File: src/design/tc_pkg.sv
// tc_pkg: shared types, character codes and the keyword table of the token classifier.
// Used by every design module and by the checker; depends on nothing.
package tc_pkg;

  // Result kinds as they appear on the output word
  typedef enum logic [2:0] {
    KIND_KEYWORD = 3'd0,
    KIND_NUMBER  = 3'd1,
    KIND_STRING  = 3'd2,
    KIND_IDENT   = 3'd3,
    KIND_UNKNOWN = 3'd4,
    KIND_OPER    = 3'd5,
    KIND_PUNCT   = 3'd6
  } kind_e;

  // One result word, before packing onto the stream
  typedef struct packed {
    logic [2:0]  keyword_index;
    logic [15:0] token_length;
    logic [7:0]  symbol;
    kind_e       kind;
  } result_t;

  // Up to two results caused by one text byte: word token first, then symbol
  typedef struct packed {
    logic    word_valid;
    result_t word;
    logic    sym_valid;
    result_t sym;
  } res_pair_t;

  localparam int          KW_SLOTS   = 16;
  localparam int          KW_SLOT_W  = 4;
  localparam int          KW_POS_W   = 3;
  localparam int          RESULT_W   = 30;
  localparam int          TDATA_W    = 32;
  localparam logic [15:0] TOKLEN_MAX = 16'hFFFF;

  // Character codes
  localparam logic [7:0] CH_LF     = 8'd10;
  localparam logic [7:0] CH_SPACE  = 8'h20;
  localparam logic [7:0] CH_QUOTE  = 8'h22;
  localparam logic [7:0] CH_UNDER  = 8'h5F;
  localparam logic [7:0] CH_PLUS   = 8'h2B;
  localparam logic [7:0] CH_MINUS  = 8'h2D;
  localparam logic [7:0] CH_STAR   = 8'h2A;
  localparam logic [7:0] CH_SLASH  = 8'h2F;
  localparam logic [7:0] CH_EQ     = 8'h3D;
  localparam logic [7:0] CH_LT     = 8'h3C;
  localparam logic [7:0] CH_GT     = 8'h3E;
  localparam logic [7:0] CH_SEMI   = 8'h3B;
  localparam logic [7:0] CH_COMMA  = 8'h2C;
  localparam logic [7:0] CH_LPAR   = 8'h28;
  localparam logic [7:0] CH_RPAR   = 8'h29;
  localparam logic [7:0] CH_LBRACE = 8'h7B;
  localparam logic [7:0] CH_RBRACE = 8'h7D;
  localparam logic [7:0] CH_0      = 8'h30;
  localparam logic [7:0] CH_9      = 8'h39;
  localparam logic [7:0] CH_LA     = 8'h61;
  localparam logic [7:0] CH_LZ     = 8'h7A;
  localparam logic [7:0] CH_UA     = 8'h41;
  localparam logic [7:0] CH_UZ     = 8'h5A;

  // Keyword text, right aligned (last character in the low byte)
  function automatic logic [63:0] kw_text(input logic [KW_SLOT_W-1:0] slot);
    case (slot)
      4'd0:    return 64'("int");
      4'd1:    return 64'("float");
      4'd2:    return 64'("double");
      4'd3:    return 64'("char");
      4'd4:    return 64'("cout");
      4'd5:    return 64'("cin");
      4'd6:    return 64'("return");
      default: return 64'd0;
    endcase
  endfunction

  // Keyword length; empty slots have length zero and never match
  function automatic logic [3:0] kw_len(input logic [KW_SLOT_W-1:0] slot);
    case (slot)
      4'd0:    return 4'd3;
      4'd1:    return 4'd5;
      4'd2:    return 4'd6;
      4'd3:    return 4'd4;
      4'd4:    return 4'd4;
      4'd5:    return 4'd3;
      4'd6:    return 4'd6;
      default: return 4'd0;
    endcase
  endfunction

  // Character of a keyword at a position; only meaningful below kw_len
  function automatic logic [7:0] kw_char(input logic [KW_SLOT_W-1:0] slot,
                                         input logic [KW_POS_W-1:0] pos);
    logic [63:0]         t;
    logic [KW_POS_W-1:0] b;
    t = kw_text(slot);
    b = KW_POS_W'(kw_len(slot) - 4'(pos) - 4'd1);
    return t[8*b +: 8];
  endfunction

endpackage

File: src/design/tc_track.sv
// tc_track: running token facts and the single-pass classification of one byte.
// Depends on tc_pkg.
module tc_track #(
  parameter int KEYWORD_COUNT = 7,
  parameter int LENGTH_BITS   = 16
) (
  input  logic               clk_i,
  input  logic               rst_ni,
  input  logic               advance_i,  // byte in the input register moves on
  input  logic [7:0]         char_i,
  output tc_pkg::res_pair_t  pair_o
);

  localparam logic [2:0] KW_NONE = 3'(KEYWORD_COUNT);
  localparam int         TW      = (LENGTH_BITS > 16) ? LENGTH_BITS : 16;

  logic [LENGTH_BITS-1:0]   len_q, len_d;
  logic [KEYWORD_COUNT-1:0] alive_q, alive_d;
  logic digits_q, digits_d;
  logic fquote_q, fquote_d;
  logic fletter_q, fletter_d;
  logic lquote_q, lquote_d;

  logic is_op, is_punct, is_delim, is_digit, is_letter, has_tok;
  logic [2:0]  kw_idx;
  logic        kw_hit;
  logic [TW-1:0] len_ext;
  logic [15:0] tok_len;
  tc_pkg::kind_e word_kind;

  // Byte classes
  always_comb begin
    is_op    = char_i inside {tc_pkg::CH_PLUS, tc_pkg::CH_MINUS, tc_pkg::CH_STAR,
                              tc_pkg::CH_SLASH, tc_pkg::CH_EQ, tc_pkg::CH_LT, tc_pkg::CH_GT};
    is_punct = char_i inside {tc_pkg::CH_SEMI, tc_pkg::CH_COMMA, tc_pkg::CH_LPAR,
                              tc_pkg::CH_RPAR, tc_pkg::CH_LBRACE, tc_pkg::CH_RBRACE};
    is_delim = is_op || is_punct || (char_i == tc_pkg::CH_LF) || (char_i == tc_pkg::CH_SPACE);
    is_digit = char_i inside {[tc_pkg::CH_0 : tc_pkg::CH_9]};
    is_letter = (char_i inside {[tc_pkg::CH_LA : tc_pkg::CH_LZ]}) ||
                (char_i inside {[tc_pkg::CH_UA : tc_pkg::CH_UZ]}) ||
                (char_i == tc_pkg::CH_UNDER);
    has_tok  = (len_q != '0);
  end

  // Keyword hit: lowest surviving slot whose length is exact
  always_comb begin
    kw_hit = 1'b0;
    kw_idx = KW_NONE;
    for (int i = KEYWORD_COUNT - 1; i >= 0; i--) begin
      if (alive_q[i] && (tc_pkg::kw_len(tc_pkg::KW_SLOT_W'(i)) != 4'd0) &&
          (len_q == LENGTH_BITS'(tc_pkg::kw_len(tc_pkg::KW_SLOT_W'(i))))) begin
        kw_hit = 1'b1;
        kw_idx = 3'(i);
      end
    end
  end

  // Word class and saturated length
  always_comb begin
    len_ext = TW'(len_q);
    tok_len = (len_ext > TW'(tc_pkg::TOKLEN_MAX)) ? tc_pkg::TOKLEN_MAX : len_ext[15:0];
    if (kw_hit)                     word_kind = tc_pkg::KIND_KEYWORD;
    else if (digits_q)              word_kind = tc_pkg::KIND_NUMBER;
    else if (fquote_q && lquote_q)  word_kind = tc_pkg::KIND_STRING;
    else if (fletter_q)             word_kind = tc_pkg::KIND_IDENT;
    else                            word_kind = tc_pkg::KIND_UNKNOWN;
  end

  // Results caused by this byte
  always_comb begin
    pair_o.word_valid          = is_delim && has_tok;
    pair_o.word.kind           = word_kind;
    pair_o.word.symbol         = 8'd0;
    pair_o.word.token_length   = tok_len;
    pair_o.word.keyword_index  = kw_idx;
    pair_o.sym_valid           = is_op || is_punct;
    pair_o.sym.kind            = is_op ? tc_pkg::KIND_OPER : tc_pkg::KIND_PUNCT;
    pair_o.sym.symbol          = char_i;
    pair_o.sym.token_length    = 16'd1;
    pair_o.sym.keyword_index   = KW_NONE;
  end

  // Next token state: delimiters clear, token bytes extend
  always_comb begin
    len_d     = len_q;
    alive_d   = alive_q;
    digits_d  = digits_q;
    fquote_d  = fquote_q;
    fletter_d = fletter_q;
    lquote_d  = lquote_q;
    if (advance_i) begin
      if (is_delim) begin
        len_d     = '0;
        alive_d   = '1;
        digits_d  = 1'b1;
        fquote_d  = 1'b0;
        fletter_d = 1'b0;
        lquote_d  = 1'b0;
      end else begin
        for (int i = 0; i < KEYWORD_COUNT; i++) begin
          alive_d[i] = alive_q[i] &&
                       (len_q < LENGTH_BITS'(tc_pkg::kw_len(tc_pkg::KW_SLOT_W'(i)))) &&
                       (tc_pkg::kw_char(tc_pkg::KW_SLOT_W'(i), len_q[tc_pkg::KW_POS_W-1:0])
                        == char_i);
        end
        if (!has_tok) begin
          fquote_d  = (char_i == tc_pkg::CH_QUOTE);
          fletter_d = is_letter;
        end
        digits_d = digits_q && is_digit;
        lquote_d = (char_i == tc_pkg::CH_QUOTE);
        if (len_q != '1) len_d = len_q + 1'b1;
      end
    end
  end

  always_ff @(posedge clk_i or negedge rst_ni) begin
    if (!rst_ni) begin
      len_q     <= '0;
      alive_q   <= '1;
      digits_q  <= 1'b1;
      fquote_q  <= 1'b0;
      fletter_q <= 1'b0;
      lquote_q  <= 1'b0;
    end else begin
      len_q     <= len_d;
      alive_q   <= alive_d;
      digits_q  <= digits_d;
      fquote_q  <= fquote_d;
      fletter_q <= fletter_d;
      lquote_q  <= lquote_d;
    end
  end

endmodule

File: src/design/tc_outbuf.sv
// tc_outbuf: result register holding up to two results of one byte and
// sending them out in order. Depends on tc_pkg.
module tc_outbuf (
  input  logic                        clk_i,
  input  logic                        rst_ni,
  input  logic                        load_i,
  input  tc_pkg::res_pair_t           pair_i,
  output logic                        load_ok_o,   // register can take a pair this cycle
  output logic                        m_axis_tvalid_o,
  input  logic                        m_axis_tready_i,
  output logic [tc_pkg::TDATA_W-1:0]  m_axis_tdata_o,  // kind, symbol, token_length, keyword_index
  output logic                        m_axis_tlast_o
);

  logic            wv_q, wv_d, sv_q, sv_d;
  tc_pkg::result_t word_q, sym_q;
  tc_pkg::result_t cur;
  logic            fire;

  // Word result goes first; it is last only when no symbol follows
  always_comb begin
    cur             = wv_q ? word_q : sym_q;
    m_axis_tvalid_o = wv_q || sv_q;
    m_axis_tlast_o  = !(wv_q && sv_q);
    m_axis_tdata_o  = {(tc_pkg::TDATA_W - tc_pkg::RESULT_W)'(0), cur};
    fire            = m_axis_tvalid_o && m_axis_tready_i;
    load_ok_o       = !(wv_q || sv_q) || (m_axis_tready_i && (wv_q ^ sv_q));
  end

  // Valid bits: pop the front word, then load a new pair
  always_comb begin
    wv_d = wv_q;
    sv_d = sv_q;
    if (fire) begin
      if (wv_q) wv_d = 1'b0;
      else      sv_d = 1'b0;
    end
    if (load_i) begin
      wv_d = pair_i.word_valid;
      sv_d = pair_i.sym_valid;
    end
  end

  always_ff @(posedge clk_i or negedge rst_ni) begin
    if (!rst_ni) begin
      wv_q <= 1'b0;
      sv_q <= 1'b0;
    end else begin
      wv_q <= wv_d;
      sv_q <= sv_d;
    end
  end

  // Payload needs no reset
  always_ff @(posedge clk_i) begin
    if (load_i) begin
      word_q <= pair_i.word;
      sym_q  <= pair_i.sym;
    end
  end

endmodule

File: src/design/token_classifier.sv
// token_classifier: top level of the byte-stream token classifier.
// Instantiates tc_track and tc_outbuf; depends on tc_pkg.
//
//  channel   dir  payload                                          end marker
//  s_axis    in   tdata[7:0] char_code                             -
//  m_axis    out  tdata kind, symbol, token_length, keyword_index  tlast = last
//
// One byte is taken per cycle unless the output stalls or a byte causes two
// results. A byte waits in the input register, is classified and lands in the
// result register. A byte that causes two results (a token flushed by an
// operator or punctuation) holds the result register until its word result is
// sent, which stalls the input. Reset clears the token state at once.
// Output stalls back up through the result register into the input register.
module token_classifier #(
  parameter int KEYWORD_COUNT = 7,
  parameter int LENGTH_BITS   = 16
) (
  input  logic                        clk_i,
  input  logic                        rst_ni,
  input  logic                        s_axis_tvalid_i,
  output logic                        s_axis_tready_o,
  input  logic [7:0]                  s_axis_tdata_i,  // char_code
  output logic                        m_axis_tvalid_o,
  input  logic                        m_axis_tready_i,
  // kind[2:0], symbol[10:3], token_length[26:11], keyword_index[29:27], zero pad
  output logic [tc_pkg::TDATA_W-1:0]  m_axis_tdata_o,
  output logic                        m_axis_tlast_o
);

  logic              in_v_q;
  logic [7:0]        char_q;
  logic              load_ok, advance;
  tc_pkg::res_pair_t pair;

  assign advance         = in_v_q && load_ok;
  assign s_axis_tready_o = !in_v_q || advance;

  // Input register
  always_ff @(posedge clk_i or negedge rst_ni) begin
    if (!rst_ni) begin
      in_v_q <= 1'b0;
    end else if (s_axis_tready_o) begin
      in_v_q <= s_axis_tvalid_i;
    end
  end

  always_ff @(posedge clk_i) begin
    if (s_axis_tready_o && s_axis_tvalid_i) char_q <= s_axis_tdata_i;
  end

  tc_track #(
    .KEYWORD_COUNT (KEYWORD_COUNT),
    .LENGTH_BITS   (LENGTH_BITS)
  ) u_track (
    .clk_i     (clk_i),
    .rst_ni    (rst_ni),
    .advance_i (advance),
    .char_i    (char_q),
    .pair_o    (pair)
  );

  tc_outbuf u_outbuf (
    .clk_i           (clk_i),
    .rst_ni          (rst_ni),
    .load_i          (advance),
    .pair_i          (pair),
    .load_ok_o       (load_ok),
    .m_axis_tvalid_o (m_axis_tvalid_o),
    .m_axis_tready_i (m_axis_tready_i),
    .m_axis_tdata_o  (m_axis_tdata_o),
    .m_axis_tlast_o  (m_axis_tlast_o)
  );

endmodule

File: config.mk
export PLATFORM = sky130hd
export DESIGN_NAME = token_classifier
export DESIGN_NICKNAME = d
export VERILOG_FILES = /design/src/design/tc_pkg.sv /design/src/design/tc_track.sv /design/src/design/tc_outbuf.sv /design/src/design/token_classifier.sv
export SDC_FILE = /design/constraint.sdc
export NUM_CORES = 1
export LEC_CHECK = 0
export ABC_AREA = 1
export BUFFER_PORTS_ARGS = -buffer_cell sky130_fd_sc_hd__buf_2
export CORE_MARGIN = 8
export CORE_UTILIZATION = 62
export CTS_CLUSTER_SIZE = 8
export DETAILED_ROUTE_END_ITERATION = 8
export PLACE_DENSITY = 0.82
export SLEW_MARGIN = 15
export SYNTH_ARGS = -nofsm -noshare
export SYNTH_HDL_FRONTEND = slang
export SYNTH_HIERARCHICAL = 1
export SYNTH_SLANG_ARGS = --single-unit
File: constraint.sdc
create_clock -name clk_i -period 4.75 [get_ports clk_i]
set_input_delay 0.95 -clock clk_i [delete_from_list [all_inputs] [get_ports clk_i]]
set_output_delay 0.95 -clock clk_i [all_outputs]
set_load 0.1 [all_outputs]
==> results_dict.tcl, run 1 <==
set metrics [dict create \
    synth_area_sq_mm 0.00605 \
    synth_top_cell_by_area "edfxtp_1" \
    fin_skew_ns 0.0150 \
    post_cts_resized 0 \
    core_area_sq_mm 0.00964 \
    synth_top_cell_area_share_pct 33.8 \
    grt_start_max_net_pins 33 \
    vias 4670 \
    synth_edf_count 68 \
    critPathMaxFanout 31 \
    worst_ir_drop_vdd_uv 285 \
    place.gp.congestion 0.913 \
    gr-usage-met3_pct 3.57 \
    ys_seq_area_share_pct 46.3 \
    cap_violations 0 \
    crit_path_cell_trace "inv_2 > buf_4 > nand2_1 > nand2_1 > buf_2" \
    busiest_layer "met2" \
    cp-end-kind "output port" \
    hold_path.class "reg2reg" \
    syn_area_per_cell_sq_um 8.42 \
    leakagePower_nw 2.97 \
    synth_flop_cell "edfxtp_1" \
    htreeDepth 3 \
    multi_input_area_sq_mm 0.00265 \
    drive_above_1_share_pct 16.8 \
    yosys-top-cells-area "edfxtp_1 34%, nand2_1 15%, dfrtp_1 9.1%" \
    synthArstFlopShare_pct 30.6 \
    slew_headroom_pct 39.8 \
    cp_common_cell "nand2_1" \
    ys_types 39 \
    clk_latency_ns 0.38 \
    finalMaxSlewViolations 0 \
    slowest_delay_ns 0.42 \
    grt_remaining_overflow 0 \
    finalWirelength_microns 13100 \
    cts_sinks 98 \
    n_antenna_cell 0 \
    first_global_vias 4522 \
    drtAntennaViolNets 0 \
    dieHeight_microns 115 \
    synth_most_common_cell "nand2_1" \
    hold_violations 0 \
    status "finished clean" \
    fp.dieW_microns 115 \
    worstPathArrival_ns 1.77 \
    fmax_ghz 0.368 \
    use_met1_pct 25.7 \
    cts_root_buf "clkbuf_8" \
    place_hpwl_microns 9330 \
    n_fill_cell 825 \
    io_pins 47 \
    first_pass_iters 5 \
    required_ns 3.80 \
    start_util_pct 62.7 \
    rsz0062_at_grt "false" \
    critPathLaunchType "flip-flop" \
    final-seq-area_sq_mm 0.00280 \
    drt_iter0_drc 473 \
    drc 0 \
    post_drt_via_cell_ratio 5.31 \
    netlist_top_cells_count "237 x nand2_1, 85 x nor2_1, 68 x edfxtp_1" \
    synth_seq_cells 98 \
    cts_tree "built" \
    wl_per_cell_microns 15.0 \
    clk_pin_slew_ns 0.10 \
    path_class "reg2out" \
    ctsHoldBuffers 0 \
    antenna_found_initial 0 \
    die-area_sq_mm 0.0132 \
    post_cts_buffers 0 \
    grt_pass1_wl_microns 21400 \
    synthCells 718 \
    cts_buffer_depth 2 \
    portBuffers 44 \
    tns_ns 0 \
    yosys_warnings 6 \
    slowest_stage "buf_2" \
    p_per_area_mw_per_mm2 504 \
    syn2layout_area_growth_pct 3.56 \
    period_share_pct 57.3 \
    fin_nets 767 \
    cts_buffers 9 \
    finalSetupViolCount 0 \
    worst_pin_slew_ns 0.903 \
    rows 36 \
    power_mw 3.16 \
    grt_usage_pct 20.4 \
    met2_usage_pct 34.7 \
    period_needed_ns 2.72 \
]
[layer usage]
metal | up-vias | part of all wire (%)
li1 | 2274 | -
met1 | 2177 | 43
met2 | 194 | 49
met3 | 25 | 6.6
met4 | 0 | 2.0
met5 | - | 0
[final cells by class]
| cell class | count | area share [%] |
|---|---|---|
| clock buffers | 9 | 1.98 |
| well taps | 133 | 2.66 |
| clock inverters | 7 | 1.02 |
| flip-flops and latches | 98 | 44.8 |
| repair buffers | 48 | 4.00 |
| inverters | 52 | 3.24 |
| multi-input cells | 532 | 42.4 |
[worst paths after layout]
path,startpoint,end,slack [ns],cells past startpoint
worst max-delay path,u_outbuf/wv_q,m_axis_tdata_o[19],2.03,5
worst min-delay path,u_track/alive_q[5],u_track/alive_q[5],0.48,2
worst max register to register,u_track/len_ext[2],u_track/alive_q[2],2.19,12
worst min register to register,u_track/alive_q[5],u_track/alive_q[5],0.48,2
max in group asynchronous,rst_ni,u_outbuf/wv_q,3.67,1
min in group asynchronous,rst_ni,u_track/len_ext[12],0.63,1
[power by group]
group	internal (mW)	switching, mW	leakage (nW)	total, mW
Sequential	1.07	0.137	1.04	1.21
Combinational	0.359	1.07	1.83	1.43
Clock	0.200	0.317	0.0895	0.517
[flip-flops by register name, indices dropped and copies added (netlist names), 7 cells and up]
signal           flops
u_track/len_ext     16
u_outbuf/word_q     30
u_track/alive_q      7
char_q               8
u_outbuf/sym_q      30
[logic make-up (layout without fill, tap and decap cells)]
logic type      Yosys count  count (layout)  synth area share, %
compound gates           27              27                 2.36
fa+ha+maj                14              14                 2.90
other cells               3              30                0.186
simple gates            432             432                 32.5
buf+inv                 115             116                 11.5
flops                    98              98                 46.3
xor+xnor                 29              29                 4.20
[layout by cell type, fill, tap and decap left out, types with 22 or more instances in the layout]
cell      instances
nand2_1         237
nand3_1          39
xor2_1           25
buf_2            44
dfrtp_1          22
inv_1            41
nor2_1           85
edfxtp_1         68
conb_1           30
[critical path: cells and delay by family, from the launching register on]
kind,cells,cell delay [ns]
buf+inv,3,0.79
simple gates,2,0.22
flops,1,0.39
[through the flow]
stage	worst slack, ns	util [%]	cell area (sq um)	instances	hold slack (ns)
floorplan	1.04	-	6150	745	0.420
global placement	2.09	63.0	6070	863	0.453
detailed placement	2.08	63.0	6070	863	0.461
CTS	1.99	65.0	6260	879	0.476
global route	1.92	65.0	6260	879	0.501
finish	2.03	65.0	6260	879	0.475
Note: power is estimated with default switching activity, not from simulation.
==> inputs of run 2 (changes only) <==
--- a/config.mk
+++ b/config.mk
@@ -5,13 +5,13 @@
 export SDC_FILE = /design/constraint.sdc
 export NUM_CORES = 1
 export LEC_CHECK = 0
-export ABC_AREA = 1
+export ABC_AREA = 0
 export BUFFER_PORTS_ARGS = -buffer_cell sky130_fd_sc_hd__buf_2
 export CORE_MARGIN = 8
-export CORE_UTILIZATION = 62
+export CORE_UTILIZATION = 55
 export CTS_CLUSTER_SIZE = 8
 export DETAILED_ROUTE_END_ITERATION = 8
-export PLACE_DENSITY = 0.82
+export PLACE_DENSITY = 0.77
 export SLEW_MARGIN = 15
 export SYNTH_ARGS = -nofsm -noshare
 export SYNTH_HDL_FRONTEND = slang
==> constraint.sdc (replaced) <==
create_clock -name clk_i -period 2.2 [get_ports clk_i]
set_input_delay 0.44 -clock clk_i [delete_from_list [all_inputs] [get_ports clk_i]]
set_output_delay 0.44 -clock clk_i [all_outputs]
set_load 0.1 [all_outputs]
==> results_dict.tcl, run 2 <==
set metrics [dict create \
    status "finished clean" \
    n_antenna_cell 0 \
    core_area_sq_mm 0.0101 \
    clk_latency_ns 0.36 \
    wl_per_cell_microns 17.8 \
    critPathMaxFanout 6 \
    grt_remaining_overflow 0 \
    clk_pin_slew_ns 0.09 \
    ff2ff_setup_slack_ns 0.05 \
    grt_usage_pct 17.7 \
    path_class "reg2reg" \
    place.gp.congestion 0.944 \
    power_frac_seq_pct 35.0 \
    place_hpwl_microns 8920 \
    place_area_sq_mm 0.00653 \
    yosys-top-cells-area "edfxtp_1 36%, dfrtp_1 9.7%, mux2_4 7.4%" \
    p_per_area_mw_per_mm2 1100 \
    worstSetupStartpoint "u_track/len_ext[1]" \
    fp.dieW_microns 117 \
    reg2reg_to "u_track/len_ext[5]" \
    r2r_start "u_track/len_ext[1]" \
    fin_skew_ns 0.00618 \
    die-area_sq_mm 0.0138 \
    synthArstFlopShare_pct 30.6 \
    fmax_ghz 0.465 \
    endpoint "u_track/len_ext[5]" \
    ys_types 67 \
    slew_headroom_pct 53.0 \
    synth_top_cell_by_area "edfxtp_1" \
    fin_nets 586 \
    cts_tree "built" \
    post_drt_via_cell_ratio 5.85 \
    switching_share_pct 40.6 \
    worstPathArrival_ns 2.41 \
    hold_violations 0 \
    fin_area_sq_mm 0.00685 \
    antenna_found_initial 0 \
    synth_most_common_cell "edfxtp_1" \
    yosys_warnings 6 \
    drc 0 \
    synthCells 512 \
    drtAntennaViolNets 0 \
    cts_sinks 98 \
    cts_root_buf "clkbuf_8" \
    portBuffers 44 \
    start_util_pct 55.8 \
    place_ws_ns -0.00865 \
    layout_commonest_cell "edfxtp_1" \
    ys_seq_area_share_pct 49.5 \
    dieHeight_microns 117 \
    period_share_pct 97.8 \
    synth_flop_cell "edfxtp_1" \
    period_needed_ns 2.15 \
    combPwrFrac_pct 47.9 \
    synth_top_cell_area_share_pct 36.1 \
    first_global_vias 3956 \
    hold_path.class "in2async" \
    n_fill_cell 717 \
    grt_start_max_net_pins 36 \
    worst_ir_drop_vdd_uv 557 \
    required_ns 2.46 \
    syn2layout_area_growth_pct 21.1 \
    grt_pass1_wl_microns 20100 \
    power_switching_mw 3.07 \
    htreeDepth 3 \
    p_clk_share_pct 17.1 \
    synth_seq_cells 98 \
    cts_buffers 9 \
    worstRegToRegCells 7 \
    worst_pin_slew_ns 0.705 \
    first_pass_iters 6 \
    power_mw 7.55 \
    netlist_top_cells_count "68 x edfxtp_1, 40 x buf_4, 31 x nand2_1, 31 x nor2_1, 30 x o21ai_0" \
    drt_iter0_drc 406 \
    ctsHoldBuffers 0 \
    cp-end-kind "flip-flop" \
    worst_slack_ns 0.0490 \
    syn_area_per_cell_sq_um 11.1 \
    finalWirelength_microns 12500 \
    finalMaxSlewViolations 0 \
    vias 4098 \
    tns_ns 0 \
    finalSetupViolCount 0 \
    synth_edf_count 68 \
    fin_util_pct 67.6 \
    rows 37 \
    final_cell_mix "68 x edfxtp_1, 36 x buf_12, 34 x buf_4" \
    io_pins 47 \
    synth_area_sq_mm 0.00566 \
    cap_violations 0 \
    cts_buffer_depth 2 \
    leakagePower_nw 2.68 \
    p_int_mw 4.48 \
    drive_above_1_share_pct 30.1 \
    critPathLaunchType "flip-flop" \
]
run 2: cell count changes in the layout (fill, tap and decap cells not counted), moves of 28 or more:
cell     change
buf_12      +36
buf_2       -33
buf_4       +30
inv_1       -28
mux2_4      +28
nand2_1    -207
nor2_1      -55
run 2: final cells by class:
| cell class | count | area [sq um] | area share [%] |
|---|---|---|---|
| Multi-Input combinational cell | 352 | 2530 | 36.9 |
| Clock inverter | 7 | 100 | 1.46 |
| Inverter | 17 | 80.1 | 1.17 |
| Clock buffer | 9 | 124 | 1.81 |
| Timing Repair Buffer | 82 | 1040 | 15.2 |
| Tap cell | 136 | 170 | 2.48 |
| Sequential cell | 98 | 2810 | 40.9 |
run 2: per-layer routing:
metal	track usage, %	share of wire, %	vias to the layer above
li1	-	-	1900
met1	22.0	42	2003
met2	29.8	50	181
met3	3.50	6.4	14
met4	6.33	1.2	0
met5	0	0	-
run 2: power by group through the flow:
stage / registers, mW / logic, mW / clock network, mW
after floorplan: 2.59 / 2.47 / 0
after global placement: 2.64 / 3.38 / 0
after detailed placement: 2.67 / 3.47 / 0
after CTS: 2.64 / 3.51 / 1.31
after global routing: 2.69 / 3.86 / 1.38
final: 2.64 / 3.61 / 1.29
run 2: worst min-delay path by stage:
stage               slack, ns               start                  to
floorplan                0.14              rst_ni              in_v_q
global placement         0.49  u_track/alive_q[4]  u_track/alive_q[4]
detailed placement       0.50  u_track/alive_q[4]  u_track/alive_q[4]
CTS                      0.12              rst_ni  u_track/len_ext[7]
global route             0.15              rst_ni  u_track/len_ext[7]
finish                   0.11              rst_ni  u_track/len_ext[7]
run 2: what timing repair did:
action,4_1_cts,5_1_grt
endpoints found under the setup margin,2,19
gates resized for setup,2,17
setup buffers,0,1
pin swaps,0,1
run 2: cells by family after synthesis:
| kind of cell | Yosys count | synth area share [%] |
|---|---|---|
| simple gates | 157 | 14.8 |
| flops | 98 | 49.5 |
| compound gates | 96 | 11.0 |
| buf+inv | 89 | 9.66 |
| mux | 33 | 8.38 |
| xor+xnor | 22 | 3.40 |
| fa+ha+maj | 14 | 3.09 |
| other cells | 3 | 0.199 |
run 2: through the flow:
stage	cells	hold WS (ns)
4_1_cts	700	0.121
2_1_floorplan	539	0.144
5_1_grt	701	0.147
6_report	701	0.114
3_3_place_gp	684	0.490
3_5_place_dp	684	0.500
run 2: worst max-delay path, stage by stage (launching register included):
cell     delay (ns)
dfrtp_2        0.43
ha_1           0.19
nand4_1        0.16
or4_4          0.61
buf_4          0.18
nand2_1        0.14
nor3_1         0.07
a211o_1        0.27
==> inputs of run 3 (changes only) <==
--- a/config.mk
+++ b/config.mk
@@ -9,6 +9,7 @@
 export BUFFER_PORTS_ARGS = -buffer_cell sky130_fd_sc_hd__buf_2
 export CORE_MARGIN = 8
 export CORE_UTILIZATION = 55
+export CTS_BUF_LIST = sky130_fd_sc_hd__clkbuf_16
 export CTS_CLUSTER_SIZE = 8
 export DETAILED_ROUTE_END_ITERATION = 8
 export PLACE_DENSITY = 0.77
==> results_dict.tcl, run 3 (same netlist as run 2, synthesis figures left out) <==
set metrics [dict create \
    wl_per_cell_microns 17.9 \
    required_ns 2.43 \
    worstSetupStartpoint "u_track/len_ext[1]" \
    core_area_sq_mm 0.0101 \
    critPathMaxFanout 6 \
    cts_buffer_depth 2 \
    hold_violations 0 \
    period_needed_ns 2.17 \
    first_pass_iters 5 \
    portBuffers 44 \
    cts_sinks 98 \
    clk_latency_ns 0.34 \
    cp-end-kind "flip-flop" \
    ff2ff_setup_slack_ns 0.03 \
    slew_headroom_pct 52.5 \
    hold_path.class "in2async" \
    place.gp.congestion 0.944 \
    p_per_area_mw_per_mm2 1150 \
    rows 37 \
    htreeDepth 3 \
    worstPathArrival_ns 2.40 \
    cap_violations 0 \
    cts_root_buf "clkbuf_16" \
    fin_util_pct 68.5 \
    finalWirelength_microns 12600 \
    post_drt_via_cell_ratio 5.80 \
    finalSetupViolCount 0 \
    place_hpwl_microns 8920 \
    drive_above_1_share_pct 30.2 \
    grt_usage_pct 17.9 \
    drc 0 \
    dieHeight_microns 117 \
    period_share_pct 98.5 \
    drt_iter0_drc 400 \
    ctsHoldBuffers 0 \
    slowest_delay_ns 0.61 \
    syn2layout_area_growth_pct 22.6 \
    cts_buffers 9 \
    vias 4074 \
    start_util_pct 55.8 \
    worst_ir_drop_vdd_uv 534 \
    reg2reg_to "u_track/len_ext[5]" \
    antenna_found_initial 1 \
    clk_pin_slew_ns 0.07 \
    final_cell_mix "68 x edfxtp_1, 36 x buf_12, 36 x buf_4" \
    die-area_sq_mm 0.0138 \
    leakagePower_nw 2.73 \
    first_global_vias 3948 \
    worst_pin_slew_ns 0.712 \
    fin_nets 587 \
    endpoint "u_track/len_ext[5]" \
    io_pins 47 \
    path_class "reg2reg" \
    power_mw 7.99 \
    grt_remaining_overflow 0 \
    cts_tree "built" \
    rsz0062_at_grt "true" \
    grt_start_max_net_pins 36 \
    layout_commonest_cell "edfxtp_1" \
    fin_skew_ns 0.00619 \
    worstRegToRegCells 7 \
    finalMaxSlewViolations 0 \
    slowest_stage "or4_4" \
    fmax_ghz 0.462 \
    critPathLaunchType "flip-flop" \
    crit_path_cell_trace "ha_1 > nand4_1 > or4_4 > buf_4 > nand2_1 > nor3_1 > a211o_1" \
    r2r_start "u_track/len_ext[1]" \
    drtAntennaViolNets 0 \
    fp.dieW_microns 117 \
    status "finished clean" \
    grt_pass1_wl_microns 20400 \
]
## run 3: critical path, delay by kind of cell (launching register included)
family	cells	cell delay, ns
buffers and inverters	1	0.18
AND/OR/NAND/NOR	4	0.99
adder cells (fa/ha/maj)	1	0.20
AO/OA/AOI/OAI	1	0.27
flip-flops	1	0.42
## run 3: how the worst min path moves through the flow
| stage | endpoint | depth (start not counted) | slack, ns | startpoint |
|---|---|---|---|---|
| final | u_track/len_ext[6] | 1 | 0.15 | rst_ni |
| after global routing | u_track/len_ext[15] | 1 | 0.19 | rst_ni |
| after CTS | u_track/len_ext[7] | 1 | 0.17 | rst_ni |
| after detailed placement | u_track/alive_q[4] | 2 | 0.50 | u_track/alive_q[4] |
| after global placement | u_track/alive_q[4] | 2 | 0.49 | u_track/alive_q[4] |
| after floorplan | in_v_q | 0 | 0.14 | rst_ni |
## run 3: area by class of cell
class / instances / area (sq um)
inverters: 17 / 76.3
well taps: 136 / 170
flip-flops and latches: 98 / 2810
clock buffers: 9 / 225
clock inverters: 7 / 100
multi-input cells: 352 / 2510
diodes: 1 / 2.50
repair buffers: 83 / 1050
fillers: 696 / 3200
## run 3: through the flow
step	setup slack, ns	TNS [ns]	hold slack (ns)	cells	area, sq um
global placement	0.107	0	0.490	684	6530
CTS	0.0142	0	0.167	701	6860
finish	0.0340	0	0.146	703	6940
global route	-0.0113	-0.0194	0.187	703	6940
floorplan	-0.770	-32.09	0.144	539	5820
detailed placement	-0.00865	-0.00865	0.500	684	6530
## run 3: what timing repair did
action	in CTS	in global routing
pin swaps	1	1
resized for setup	1	16
setup endpoints to repair	2	18
buffers inserted	1	1
## run 3: report_power, final
group          leakage, nW  switching (mW)  internal [mW]
combinational         1.58            2.19           1.46
sequential           0.991           0.267           2.38
clock                0.154           0.689           1.01
## run 3: layer usage
metal | vias to the layer above | wire length, microns | GRT usage (%)
met5 | - | 0 | 0
met4 | 0 | 165 | 5.92
met3 | 16 | 675 | 3.12
met2 | 142 | 6330 | 30.0
met1 | 2016 | 5430 | 23.1
li1 | 1900 | - | -
